$ cat src/sv/lpg_pkg.sv
// ----------------------------------------------------------------------------
// Line pixel generator package
// Shared widths, operation codes and defaults for the line pixel generator.
// ----------------------------------------------------------------------------
package lpg_pkg;

  localparam int unsigned FIELD_W          = 16;
  localparam int unsigned COLOR_W          = 16;
  localparam int unsigned COORD_BITS_DEF   = 16;

  localparam logic OP_START = 1'b0;
  localparam logic OP_STEP  = 1'b1;

endpackage

$ cat src/sv/lpg_if.sv
// ----------------------------------------------------------------------------
// Line pixel generator channels
// Valid/ready channels for line commands, pixels and the color register.
// ----------------------------------------------------------------------------
interface lpg_cmd_if
  import lpg_pkg::*;
();
  logic               valid;
  logic               ready;
  logic               operation;
  logic [FIELD_W-1:0] start_x;
  logic [FIELD_W-1:0] start_y;
  logic [FIELD_W-1:0] end_x;
  logic [FIELD_W-1:0] end_y;

  modport source (output valid, operation, start_x, start_y, end_x, end_y, input ready);
  modport sink   (input valid, operation, start_x, start_y, end_x, end_y, output ready);
endinterface

interface lpg_pix_if
  import lpg_pkg::*;
();
  logic               valid;
  logic               ready;
  logic [FIELD_W-1:0] pixel_x;
  logic [FIELD_W-1:0] pixel_y;
  logic [COLOR_W-1:0] pixel_colour;
  logic               last_pixel;

  modport source (output valid, pixel_x, pixel_y, pixel_colour, last_pixel, input ready);
  modport sink   (input valid, pixel_x, pixel_y, pixel_colour, last_pixel, output ready);
endinterface

interface lpg_cfg_if
  import lpg_pkg::*;
();
  logic               valid;
  logic               ready;
  logic [COLOR_W-1:0] data;

  modport source (output valid, data, input ready);
  modport sink   (input valid, data, output ready);
endinterface

$ cat src/sv/line_pixel_generator.sv
// ----------------------------------------------------------------------------
// Line pixel generator
// A step accepted while a line is active shows its pixel in the cycle after acceptance.
// Throughput: one transaction per cycle while the pixel output is not stalled;
// the line state updates in the accepting cycle and a single output register holds the pixel.
// Reset: no line active, pixel color zero, output empty.
// ----------------------------------------------------------------------------
module line_pixel_generator
  import lpg_pkg::*;
#(
  parameter int unsigned COORD_BITS = COORD_BITS_DEF
) (
  input  logic      clk_i,
  input  logic      rst_ni,
  lpg_cfg_if.sink   cfg_i,
  lpg_cmd_if.sink   cmd_i,
  lpg_pix_if.source pix_o
);

  localparam int unsigned ErrW   = COORD_BITS + 1;
  localparam int unsigned WideW  = COORD_BITS + 2;

  logic                  busy_q, busy_d;
  logic                  axis_run_q, axis_run_d;
  logic [COORD_BITS-1:0] cur_x_q, cur_x_d, cur_y_q, cur_y_d;
  logic [COORD_BITS-1:0] tgt_x_q, tgt_x_d, tgt_y_q, tgt_y_d;
  logic [COORD_BITS-1:0] span_x_q, span_x_d, span_y_q, span_y_d;
  logic                  x_down_q, x_down_d, y_down_q, y_down_d;
  logic signed [ErrW-1:0] err_q, err_d;
  logic [COLOR_W-1:0]    color_q;

  logic                  out_valid_q;
  logic [FIELD_W-1:0]    out_x_q, out_y_q;
  logic [COLOR_W-1:0]    out_color_q;
  logic                  out_last_q;

  logic                  accept;
  logic                  emit;
  logic                  last;
  logic [COORD_BITS-1:0] xs, ys, xe, ye;
  logic signed [WideW-1:0] twice, err_w, dx_w, dy_w;

  assign cfg_i.ready = 1'b1;
  assign cmd_i.ready = !out_valid_q || pix_o.ready;
  assign accept      = cmd_i.valid && cmd_i.ready;
  assign emit        = accept && (cmd_i.operation == OP_STEP) && busy_q;
  assign last        = (cur_x_q == tgt_x_q) && (cur_y_q == tgt_y_q);

  assign xs = cmd_i.start_x[COORD_BITS-1:0];
  assign ys = cmd_i.start_y[COORD_BITS-1:0];
  assign xe = cmd_i.end_x[COORD_BITS-1:0];
  assign ye = cmd_i.end_y[COORD_BITS-1:0];

  assign twice = WideW'(err_q) <<< 1;
  assign dx_w  = signed'(WideW'(span_x_q));
  assign dy_w  = signed'(WideW'(span_y_q));

  always_comb begin
    busy_d     = busy_q;
    axis_run_d = axis_run_q;
    cur_x_d    = cur_x_q;
    cur_y_d    = cur_y_q;
    tgt_x_d    = tgt_x_q;
    tgt_y_d    = tgt_y_q;
    span_x_d   = span_x_q;
    span_y_d   = span_y_q;
    x_down_d   = x_down_q;
    y_down_d   = y_down_q;
    err_d      = err_q;
    err_w      = WideW'(err_q);
    if (accept && (cmd_i.operation == OP_START)) begin
      busy_d = 1'b1;
      if ((xs == xe) || (ys == ye)) begin
        axis_run_d = 1'b1;
        cur_x_d    = (xs < xe) ? xs : xe;
        tgt_x_d    = (xs < xe) ? xe : xs;
        cur_y_d    = (ys < ye) ? ys : ye;
        tgt_y_d    = (ys < ye) ? ye : ys;
        span_x_d   = '0;
        span_y_d   = '0;
        x_down_d   = 1'b0;
        y_down_d   = 1'b0;
        err_d      = '0;
      end else begin
        axis_run_d = 1'b0;
        cur_x_d    = xs;
        cur_y_d    = ys;
        tgt_x_d    = xe;
        tgt_y_d    = ye;
        x_down_d   = !(xs < xe);
        y_down_d   = !(ys < ye);
        span_x_d   = (xs < xe) ? (xe - xs) : (xs - xe);
        span_y_d   = (ys < ye) ? (ye - ys) : (ys - ye);
        err_d      = signed'(ErrW'(span_x_d)) - signed'(ErrW'(span_y_d));
      end
    end else if (emit) begin
      if (last) begin
        busy_d = 1'b0;
      end else if (axis_run_q) begin
        if (cur_x_q != tgt_x_q) begin
          cur_x_d = cur_x_q + 1'b1;
        end else begin
          cur_y_d = cur_y_q + 1'b1;
        end
      end else begin
        if (twice > -dy_w) begin
          err_w   = err_w - dy_w;
          cur_x_d = x_down_q ? (cur_x_q - 1'b1) : (cur_x_q + 1'b1);
        end
        if (twice < dx_w) begin
          err_w   = err_w + dx_w;
          cur_y_d = y_down_q ? (cur_y_q - 1'b1) : (cur_y_q + 1'b1);
        end
        err_d = err_w[ErrW-1:0];
      end
    end
  end

  always_ff @(posedge clk_i or negedge rst_ni) begin
    if (!rst_ni) begin
      busy_q      <= 1'b0;
      color_q     <= '0;
      out_valid_q <= 1'b0;
    end else begin
      busy_q <= busy_d;
      if (cfg_i.valid && cfg_i.ready) begin
        color_q <= cfg_i.data;
      end
      if (cmd_i.ready) begin
        out_valid_q <= emit;
      end
    end
  end

  always_ff @(posedge clk_i) begin
    axis_run_q <= axis_run_d;
    cur_x_q    <= cur_x_d;
    cur_y_q    <= cur_y_d;
    tgt_x_q    <= tgt_x_d;
    tgt_y_q    <= tgt_y_d;
    span_x_q   <= span_x_d;
    span_y_q   <= span_y_d;
    x_down_q   <= x_down_d;
    y_down_q   <= y_down_d;
    err_q      <= err_d;
    if (emit) begin
      out_x_q     <= FIELD_W'(cur_x_q);
      out_y_q     <= FIELD_W'(cur_y_q);
      out_color_q <= color_q;
      out_last_q  <= last;
    end
  end

  assign pix_o.valid        = out_valid_q;
  assign pix_o.pixel_x      = out_x_q;
  assign pix_o.pixel_y      = out_y_q;
  assign pix_o.pixel_colour = out_color_q;
  assign pix_o.last_pixel   = out_last_q;

endmodule
$ cat src/flat_wrapper.sv
// flat-port wrapper written by rule: the top's interface ports become plain ports
module line_pixel_generator_flat import lpg_pkg::*;
#(
  parameter int unsigned COORD_BITS = COORD_BITS_DEF
)
  (clk_i, rst_ni, cfg_i_valid, cfg_i_data, cfg_i_ready, cmd_i_valid, cmd_i_operation, cmd_i_start_x, cmd_i_start_y, cmd_i_end_x, cmd_i_end_y, cmd_i_ready, pix_o_valid, pix_o_pixel_x, pix_o_pixel_y, pix_o_pixel_colour, pix_o_last_pixel, pix_o_ready);
  lpg_cfg_if cfg_i_i ();
  lpg_cmd_if cmd_i_i ();
  lpg_pix_if pix_o_i ();
  input  logic clk_i;
  input  logic rst_ni;
  input wire logic [$bits(cfg_i_i.valid)-1:0] cfg_i_valid;
  input wire logic [$bits(cfg_i_i.data)-1:0] cfg_i_data;
  output wire logic [$bits(cfg_i_i.ready)-1:0] cfg_i_ready;
  input wire logic [$bits(cmd_i_i.valid)-1:0] cmd_i_valid;
  input wire logic [$bits(cmd_i_i.operation)-1:0] cmd_i_operation;
  input wire logic [$bits(cmd_i_i.start_x)-1:0] cmd_i_start_x;
  input wire logic [$bits(cmd_i_i.start_y)-1:0] cmd_i_start_y;
  input wire logic [$bits(cmd_i_i.end_x)-1:0] cmd_i_end_x;
  input wire logic [$bits(cmd_i_i.end_y)-1:0] cmd_i_end_y;
  output wire logic [$bits(cmd_i_i.ready)-1:0] cmd_i_ready;
  output wire logic [$bits(pix_o_i.valid)-1:0] pix_o_valid;
  output wire logic [$bits(pix_o_i.pixel_x)-1:0] pix_o_pixel_x;
  output wire logic [$bits(pix_o_i.pixel_y)-1:0] pix_o_pixel_y;
  output wire logic [$bits(pix_o_i.pixel_colour)-1:0] pix_o_pixel_colour;
  output wire logic [$bits(pix_o_i.last_pixel)-1:0] pix_o_last_pixel;
  input wire logic [$bits(pix_o_i.ready)-1:0] pix_o_ready;
  assign cfg_i_i.valid = cfg_i_valid;
  assign cfg_i_i.data = cfg_i_data;
  assign cfg_i_ready = cfg_i_i.ready;
  assign cmd_i_i.valid = cmd_i_valid;
  assign cmd_i_i.operation = cmd_i_operation;
  assign cmd_i_i.start_x = cmd_i_start_x;
  assign cmd_i_i.start_y = cmd_i_start_y;
  assign cmd_i_i.end_x = cmd_i_end_x;
  assign cmd_i_i.end_y = cmd_i_end_y;
  assign cmd_i_ready = cmd_i_i.ready;
  assign pix_o_valid = pix_o_i.valid;
  assign pix_o_pixel_x = pix_o_i.pixel_x;
  assign pix_o_pixel_y = pix_o_i.pixel_y;
  assign pix_o_pixel_colour = pix_o_i.pixel_colour;
  assign pix_o_last_pixel = pix_o_i.last_pixel;
  assign pix_o_i.ready = pix_o_ready;
  line_pixel_generator #(.COORD_BITS(COORD_BITS)) u_core (.clk_i(clk_i), .rst_ni(rst_ni), .cfg_i(cfg_i_i), .cmd_i(cmd_i_i), .pix_o(pix_o_i));
endmodule
$ cat config.mk
export PLATFORM = sky130hd
export DESIGN_NAME = line_pixel_generator_flat
export DESIGN_NICKNAME = d
export VERILOG_FILES = /design/src/sv/lpg_pkg.sv /design/src/sv/lpg_if.sv /design/src/sv/line_pixel_generator.sv /design/src/flat_wrapper.sv
export SDC_FILE = /design/constraint.sdc
export NUM_CORES = 1
export LEC_CHECK = 0
export ABC_AREA = 1
export BUFFER_PORTS_ARGS = -buffer_cell sky130_fd_sc_hd__buf_2
export CORE_UTILIZATION = 57
export CTS_BUF_LIST = sky130_fd_sc_hd__clkbuf_8
export DETAILED_ROUTE_END_ITERATION = 10
export GPL_TIMING_DRIVEN = 0
export PLACE_DENSITY_LB_ADDON = 0.15
export SYNTH_ARGS = -nofsm -noshare
export SYNTH_HDL_FRONTEND = slang
export SYNTH_SLANG_ARGS = --single-unit
$ cat constraint.sdc
create_clock -name clk_i -period 6.8 [get_ports clk_i]
set_input_delay 0.34 -clock clk_i [delete_from_list [all_inputs] [get_ports clk_i]]
set_output_delay 0.34 -clock clk_i [all_outputs]
set_load 0.05 [all_outputs]
Word level (Yosys, flattened, before mapping)

Index checks and enable logic that the tools add are counted.

Flip-flop bits (word level): 183

Reduce and logical (&&, ||, !) cells: 18
Equal/unequal tests: 9
Mux-type cells: 39
Bitwise operators: 1
$add $sub $neg: 12
Magnitude comparators: 4

Operators with widths:

| kind                                                                 | count |
|---|---|
| 16-bit two-way mux                                                   | 24 |
| 17-bit two-way mux                                                   | 11 |
| 16-bit equality test                                                 | 4 |
| 16-bit subtractor                                                    | 4 |
| 16-bit by 1-bit adder with 16-bit output, second input constant      | 2 |
| 16-bit < comparator                                                  | 2 |
| 16-bit by 1-bit subtractor with 16-bit output, second input constant | 2 |
| 18-bit > comparator                                                  | 1 |
| 18-bit by 17-bit < comparator with 1-bit output                      | 1 |
| 16-bit negation with 18-bit output                                   | 1 |
| 17-bit adder                                                         | 1 |
| 16-bit by 16-bit subtractor with 17-bit output                       | 1 |
| 17-bit subtractor                                                    | 1 |
| 16-bit != test                                                       | 1 |
| 4-bit AND reduction                                                  | 2 |
| 3-bit != test, second input constant                                 | 2 |
| 3-bit nonzero test                                                   | 2 |
| 1-bit logical AND                                                    | 5 |
| 1-bit two-way mux                                                    | 4 |
| 2-bit != test, second input constant                                 | 2 |
| 2-bit nonzero test                                                   | 2 |
| 1-bit logical NOT                                                    | 3 |
| 3-bit AND reduction                                                  | 1 |
| 1-bit logical OR                                                     | 2 |
| 2 further kinds                                                      | 2 |

Depth between registers and ports, before layout

Depth after elaboration: 13
Depth in mapped cells: 34
Depth with buffers taken out: 33

Worst setup path after synthesis

Ideal clock, no wire load.

Kind: reg-to-reg
Start: reg u_core.span_y_q[1]
End: reg u_core.err_q[16] (data pin)
Setup slack: 2.034 ns
Cell stages (with the launch flop): 31
Arrival time: 4.512 ns
Buffers on the path: 1
Clock period less this slack: 4.766 ns
Path through: edfxtp_1 > inv_1 > ha_1 > nand3_1 > nor3_1 > nand2_1 > nor3_1 > inv_1 > nor2_1 > nand2_1 > o21ai_0 > nand2_1 > ha_1 > nand4_1 > nor2_1 > nand4_1 > nand3_2 > buf_2 > nand2_1 > nand2_1 > ha_1 > inv_1 > fa_1 > o21ai_0 > nand3_1 > nand2_1 > a21oi_1 > a21oi_1 > nand3_1 > nand3_1 > nand2_1

Longest elaborated chain between the ends: 13
Elaborated cells on any way between the ends: 14
Classes of those cells: add/sub (3); order compare (1); mux (10)

RTL lines:

| element                            | line                        | RTL |
|---|---|---|
| from (decl)                        | line_pixel_generator.sv:27  | `logic [COORD_BITS-1:0] span_x_q, span_x_d, span_y_q, span_y_d;` |
| from (signal assigned)             | line_pixel_generator.sv:142 | `span_y_q <= span_y_d;` |
| 16-bit negation with 18-bit output | line_pixel_generator.sv:106 | `if (twice > -dy_w) begin` |
| 18-bit > comparator                | line_pixel_generator.sv:106 |  |
| 17-bit two-way mux *               | line_pixel_generator.sv:106 |  |
| 17-bit two-way mux *               | line_pixel_generator.sv:99  | `end else if (axis_run_q) begin` |
| 17-bit two-way mux *               | line_pixel_generator.sv:97  | `if (last) begin` |
| 17-bit two-way mux *               | line_pixel_generator.sv:96  | `end else if (emit) begin` |
| 17-bit two-way mux *               | line_pixel_generator.sv:71  | `if (accept && (cmd_i.operation == OP_START)) begin` |
| 17-bit adder                       | line_pixel_generator.sv:111 | `err_w = err_w + dx_w;` |
| 17-bit two-way mux *               | line_pixel_generator.sv:110 | `if (twice < dx_w) begin` |
| 17-bit two-way mux *               | line_pixel_generator.sv:99  |  |
| 17-bit two-way mux *               | line_pixel_generator.sv:97  |  |
| 17-bit two-way mux *               | line_pixel_generator.sv:96  |  |
| 17-bit two-way mux *               | line_pixel_generator.sv:71  |  |
| named net u_core.err_d[16]         | line_pixel_generator.sv:29  | `logic signed [ErrW-1:0] err_q, err_d;` |
| to (signal assigned)               | line_pixel_generator.sv:145 | `err_q <= err_d;` |
| to (decl)                          | line_pixel_generator.sv:29  |  |

Mark *: on every way through the listed nets, which the timed path passes. The rest lies on a longest branch. The select of a mux whose other input is x is not followed.
A chain may end at the register's enable or synchronous reset.

Final worst setup path

Same ends and word-level chain as after synthesis.

==> impl_results.rst <==
.. list-table::
   :header-rows: 1

   * - Metric
     - Value
   * - Netlist cell types
     - between 50 and 60
   * - Remaining DRCs
     - 0
   * - Max Fclk
     - between 150 and 200 MHz
   * - Cell Count Post-Placement
     - 2693
   * - Max-slew violation count
     - 0
   * - Deepest clock path buffer count
     - 2
   * - Area of the mapped netlist
     - around 0.016 mm2
   * - Number of flops mapped to enable cells by yosys
     - between 150 and 200
   * - Setup repair bufs after CTS
     - 0
   * - Number of sinks handled by clock tree synthesis
     - 183
   * - Signed area change from the synthesized netlist to the final layout
     - 10.3%
   * - Post-route ant nets
     - 0
   * - Post-detailed-route wirelength per cell
     - roughly 18 um
   * - Top-Level Pins
     - ~140
   * - CP Data Arrival Time
     - roughly 6.5 ns
   * - Hold-fix buffer count after cts
     - 1
   * - Crit path max fanout
     - 10
   * - Initial DRC Count
     - about 1500
   * - Setup violations, final
     - 0
   * - Largest cells by area after synthesis
     - sky130_fd_sc_hd__edfxtp_1 (31%), sky130_fd_sc_hd__nand2_1 (12%), sky130_fd_sc_hd__ha_1 (11%)
   * - Via count of the first global-routing pass
     - around 15000
   * - Final weighted congestion in routability-driven placement
     - 0.964
   * - Relative contribution of combinational cells to total power
     - 0.547
   * - Cell area reported after detailed placement
     - ~0.017 mm2
   * - Number of hold violations in the final report
     - 0
   * - Required time worst endpoint
     - 7.08 ns
   * - Switching Share
     - 0.480
   * - Status
     - finished clean
   * - Fraction of final layout cells with drive strength greater than 1
     - 0.111
   * - Height of the die
     - approximately 170 um
   * - Avg Vias per Cell
     - 5.65
   * - Type of the setup path with the least slack
     - flop to flop
   * - FF-to-FF path depth
     - 30
   * - Count of maximum capacitance violations
     - 0
   * - Clock Pin Slew Worst Setup and Hold Paths
     - about 0.12 ns
   * - Routed wire length
     - 48800 um
   * - Number of cell rows
     - 61
   * - Least setup slack across all paths after layout
     - around 0.58 ns
   * - Count of synthesis-stage warnings from yosys
     - 0
   * - Number of flip-flops and latches in the synthesized netlist
     - between 150 and 200
   * - Initial antenna violation count
     - 0
   * - Largest vdd supply drop
     - 0.000150 V
   * - Async SR Flop Fraction
     - 0.0984
   * - Final Non-Filler Cells
     - between 2000 and 3000
   * - HPWL after detailed placement
     - roughly 40000 um
   * - Nets
     - about 2600
   * - Worst Hold Path Cells
     - 2
   * - Sum of negative setup slack
     - 0 ns
   * - P per Cell Area
     - ~300 mW/mm2
   * - Number of gates resized after cts
     - 0
   * - First-pass GRT wire length
     - around 76000 um
   * - CTS Buf Count
     - 17
   * - H-tree levels
     - 4
   * - Worst setup EP type
     - flop
   * - Largest area contributor in the synthesized netlist
     - sky130_fd_sc_hd__edfxtp_1
   * - Final worst-path cycle share
     - 0.915
   * - Final critical path time including I/O delays and setup
     - about 6.2 ns
   * - Mean Syn Cell Area
     - between 7 and 8 um2
   * - Fillers
     - about 2500
   * - Overall via count from detail_route
     - between 15000 and 20000
   * - Ant diodes
     - 0
   * - Skew-Pair Late Insertion Delay
     - 0.52 ns
   * - CTS tree
     - yes
   * - Worst Setup Slack post-DPL
     - between 0.6 and 0.7 ns
   * - Most common cell on crit path
     - sky130_fd_sc_hd__nand2_1
   * - Worst hold path class
     - input port to flop
   * - Gr usage total
     - 0.343
   * - Clock root buffer
     - sky130_fd_sc_hd__clkbuf_8
   * - Flip-flop cell with the highest count after synthesis
     - sky130_fd_sc_hd__edfxtp_1
   * - Area share of the largest cell type after synthesis
     - 0.306
   * - Highest cell delay on the worst timing path
     - approximately 0.45 ns
   * - Core box area
     - 0.0279 mm2
   * - Worst Setup Start Kind
     - flop
   * - Actual slew at the worst max-slew pin
     - 0.970 ns
   * - Clock share of power
     - 0.158
   * - Total gr overflow
     - 0
   * - Drt pass-1 iters
     - 6
   * - Sequential fraction of the synthesis area
     - 0.333
   * - Horizontal die dimension
     - around 170 um
   * - Final instance area
     - ~0.018 mm2
   * - Internal power consumption
     - roughly 2800 uW
   * - Synth Instances
     - around 2200
   * - Sequential group share of total power
     - 0.295
   * - Number of buffer cells added on primary ports
     - 135
   * - Setup clock skew after layout
     - 0.0225 ns
   * - Effective utilization at floorplan
     - 0.582
   * - Core occupancy in the finished layout
     - 0.642
   * - Leakage power
     - between 0.008 and 0.009 uW
   * - Synthesized net count
     - between 2000 and 2500
   * - Max-slew headroom at the worst pin
     - 0.353
   * - Largest net degree at the start of global routing
     - between 60 and 70
   * - Crit path max-delay cell type
     - sky130_fd_sc_hd__edfxtp_1
   * - Die outline area
     - 0.0291 mm2
   * - Setup repair after global routing missed its margin
     - no
   * - Sw Pwr
     - ~2500 uW
-- logic make-up (layout without fill, tap and decap cells) --
| group | Yosys count | in the layout | synth area share |
|---|---|---|---|
| compound gates | 399 | 399 | 0.138 |
| xor+xnor | 105 | 105 | 0.0567 |
| fa+ha+maj | 154 | 154 | 0.122 |
| buf+inv | 348 | 518 | 0.0854 |
| flops | 183 | 183 | 0.333 |
| mux | 18 | 18 | 0.0124 |
| other cells | 1 | 1 | 0.000231 |
| simple gates | 970 | 970 | 0.252 |
-- placed cells by master (no fill, tap or decap), drive strengths merged, types with 16 or more instances in the layout --
| cell | instances |
|---|---|
| ha | 147 |
| dfrtp | 18 |
| mux2 | 16 |
| xor2 | 76 |
| buf | 173 |
| nand4 | 26 |
| o21bai | 17 |
| nand2 | 534 |
| edfxtp | 165 |
| a21oi | 161 |
| o21ai | 150 |
| clkbuf | 46 |
| nor2 | 197 |
| xnor2 | 29 |
| nand3 | 141 |
| or2 | 16 |
| nor3 | 31 |
| inv | 291 |
-- path summary, 6_finish.rpt --
path / end / from / slack, ns
setup / recovery: u_core.err_q[16] / u_core.span_y_q[1] / 0.58
max in group asynchronous: u_core.color_q[1] / rst_ni / 6.24
hold / removal: u_core.color_q[2] / cfg_i_data[2] / 0.05
setup reg to reg: u_core.err_q[16] / u_core.span_y_q[1] / 0.58
hold reg to reg: u_core.pix_o.pixel_colour[5] / u_core.color_q[5] / 0.46
min in group asynchronous: u_core.color_q[2] / rst_ni / 0.27
-- sequential cells by signal (all words and copies together) (netlist names), 16 cells and up --
signal and flops:
u_core.color_q 16, u_core.span_x_q 16, u_core.cur_x_q 16, u_core.pix_o.pixel_x 16
u_core.err_q 17, u_core.tgt_y_q 16, u_core.pix_o.pixel_y 16, u_core.pix_o.pixel_colour 16
u_core.span_y_q 16, u_core.tgt_x_q 16, u_core.cur_y_q 16
-- metal layers --
layer | part of all wire | GRT usage | vias up
met5 | 0 | 0 | -
met4 | 0.043 | 0.161 | 0
met3 | 0.072 | 0.0486 | 120
met2 | 0.47 | 0.573 | 634
met1 | 0.42 | 0.439 | 7086
li1 | - | - | 7570
-- layout make-up --
class	instances	area [um2]	share of cell area
Multi-Input combinational cell	1647	9430	0.527
Sequential cell	183	5410	0.302
Inverter	283	1060	0.0594
Timing Repair Buffer	138	733	0.0410
Tap cell	378	473	0.0264
Buffer	65	325	0.0182
Clock buffer	17	234	0.0131
Clock inverter	15	224	0.0125
-- cells in the mapped netlist, types with 11 or more instances --
library cell and n:
sky130_fd_sc_hd__xnor2_1 29, sky130_fd_sc_hd__or2_2 16, sky130_fd_sc_hd__a21o_1 15, sky130_fd_sc_hd__inv_1 277
sky130_fd_sc_hd__nand4_1 25, sky130_fd_sc_hd__o21bai_1 16, sky130_fd_sc_hd__mux2_2 16, sky130_fd_sc_hd__edfxtp_1 165
sky130_fd_sc_hd__buf_2 25, sky130_fd_sc_hd__dfrtp_1 18, sky130_fd_sc_hd__nand2_1 529, sky130_fd_sc_hd__o21a_1 12
sky130_fd_sc_hd__nor3_1 30, sky130_fd_sc_hd__clkbuf_1 28, sky130_fd_sc_hd__nand3b_1 14, sky130_fd_sc_hd__o211ai_1 11
sky130_fd_sc_hd__a21oi_1 161, sky130_fd_sc_hd__o21ai_0 120, sky130_fd_sc_hd__o21ai_1 29, sky130_fd_sc_hd__nand3_1 140
sky130_fd_sc_hd__nor2_1 195, sky130_fd_sc_hd__xor2_1 76, sky130_fd_sc_hd__a31oi_1 15, sky130_fd_sc_hd__ha_1 147
-- metrics by stage --
step	hold slack, ns	total power, uW
floorplan	0.0444	3660
global placement	0.288	4380
detailed placement	0.294	4440
CTS	0.0174	5280
global route	0.0350	5700
finish	0.0476	5310
-- power groups by stage --
| stage | registers (uW) | logic (uW) | clock network [uW] |
|---|---|---|---|
| final | 1570 | 2900 | 837 |
| after global routing | 1580 | 3250 | 878 |
| after CTS | 1560 | 2870 | 845 |
| after detailed placement | 1590 | 2850 | 0 |
| after global placement | 1590 | 2800 | 0 |
| after floorplan | 1590 | 2070 | 0 |
-- critical path, delay by kind of cell (launching register included) --
| family | cells | cell delay (ns) |
|---|---|---|
| AND/OR/NAND/NOR | 18 | 2.85 |
| adder cells (fa/ha/maj) | 4 | 1.14 |
| AO/OA/AOI/OAI | 4 | 0.91 |
| buffers and inverters | 4 | 0.63 |
| flip-flops | 1 | 0.45 |
Power figures use the tool's default switching activity.
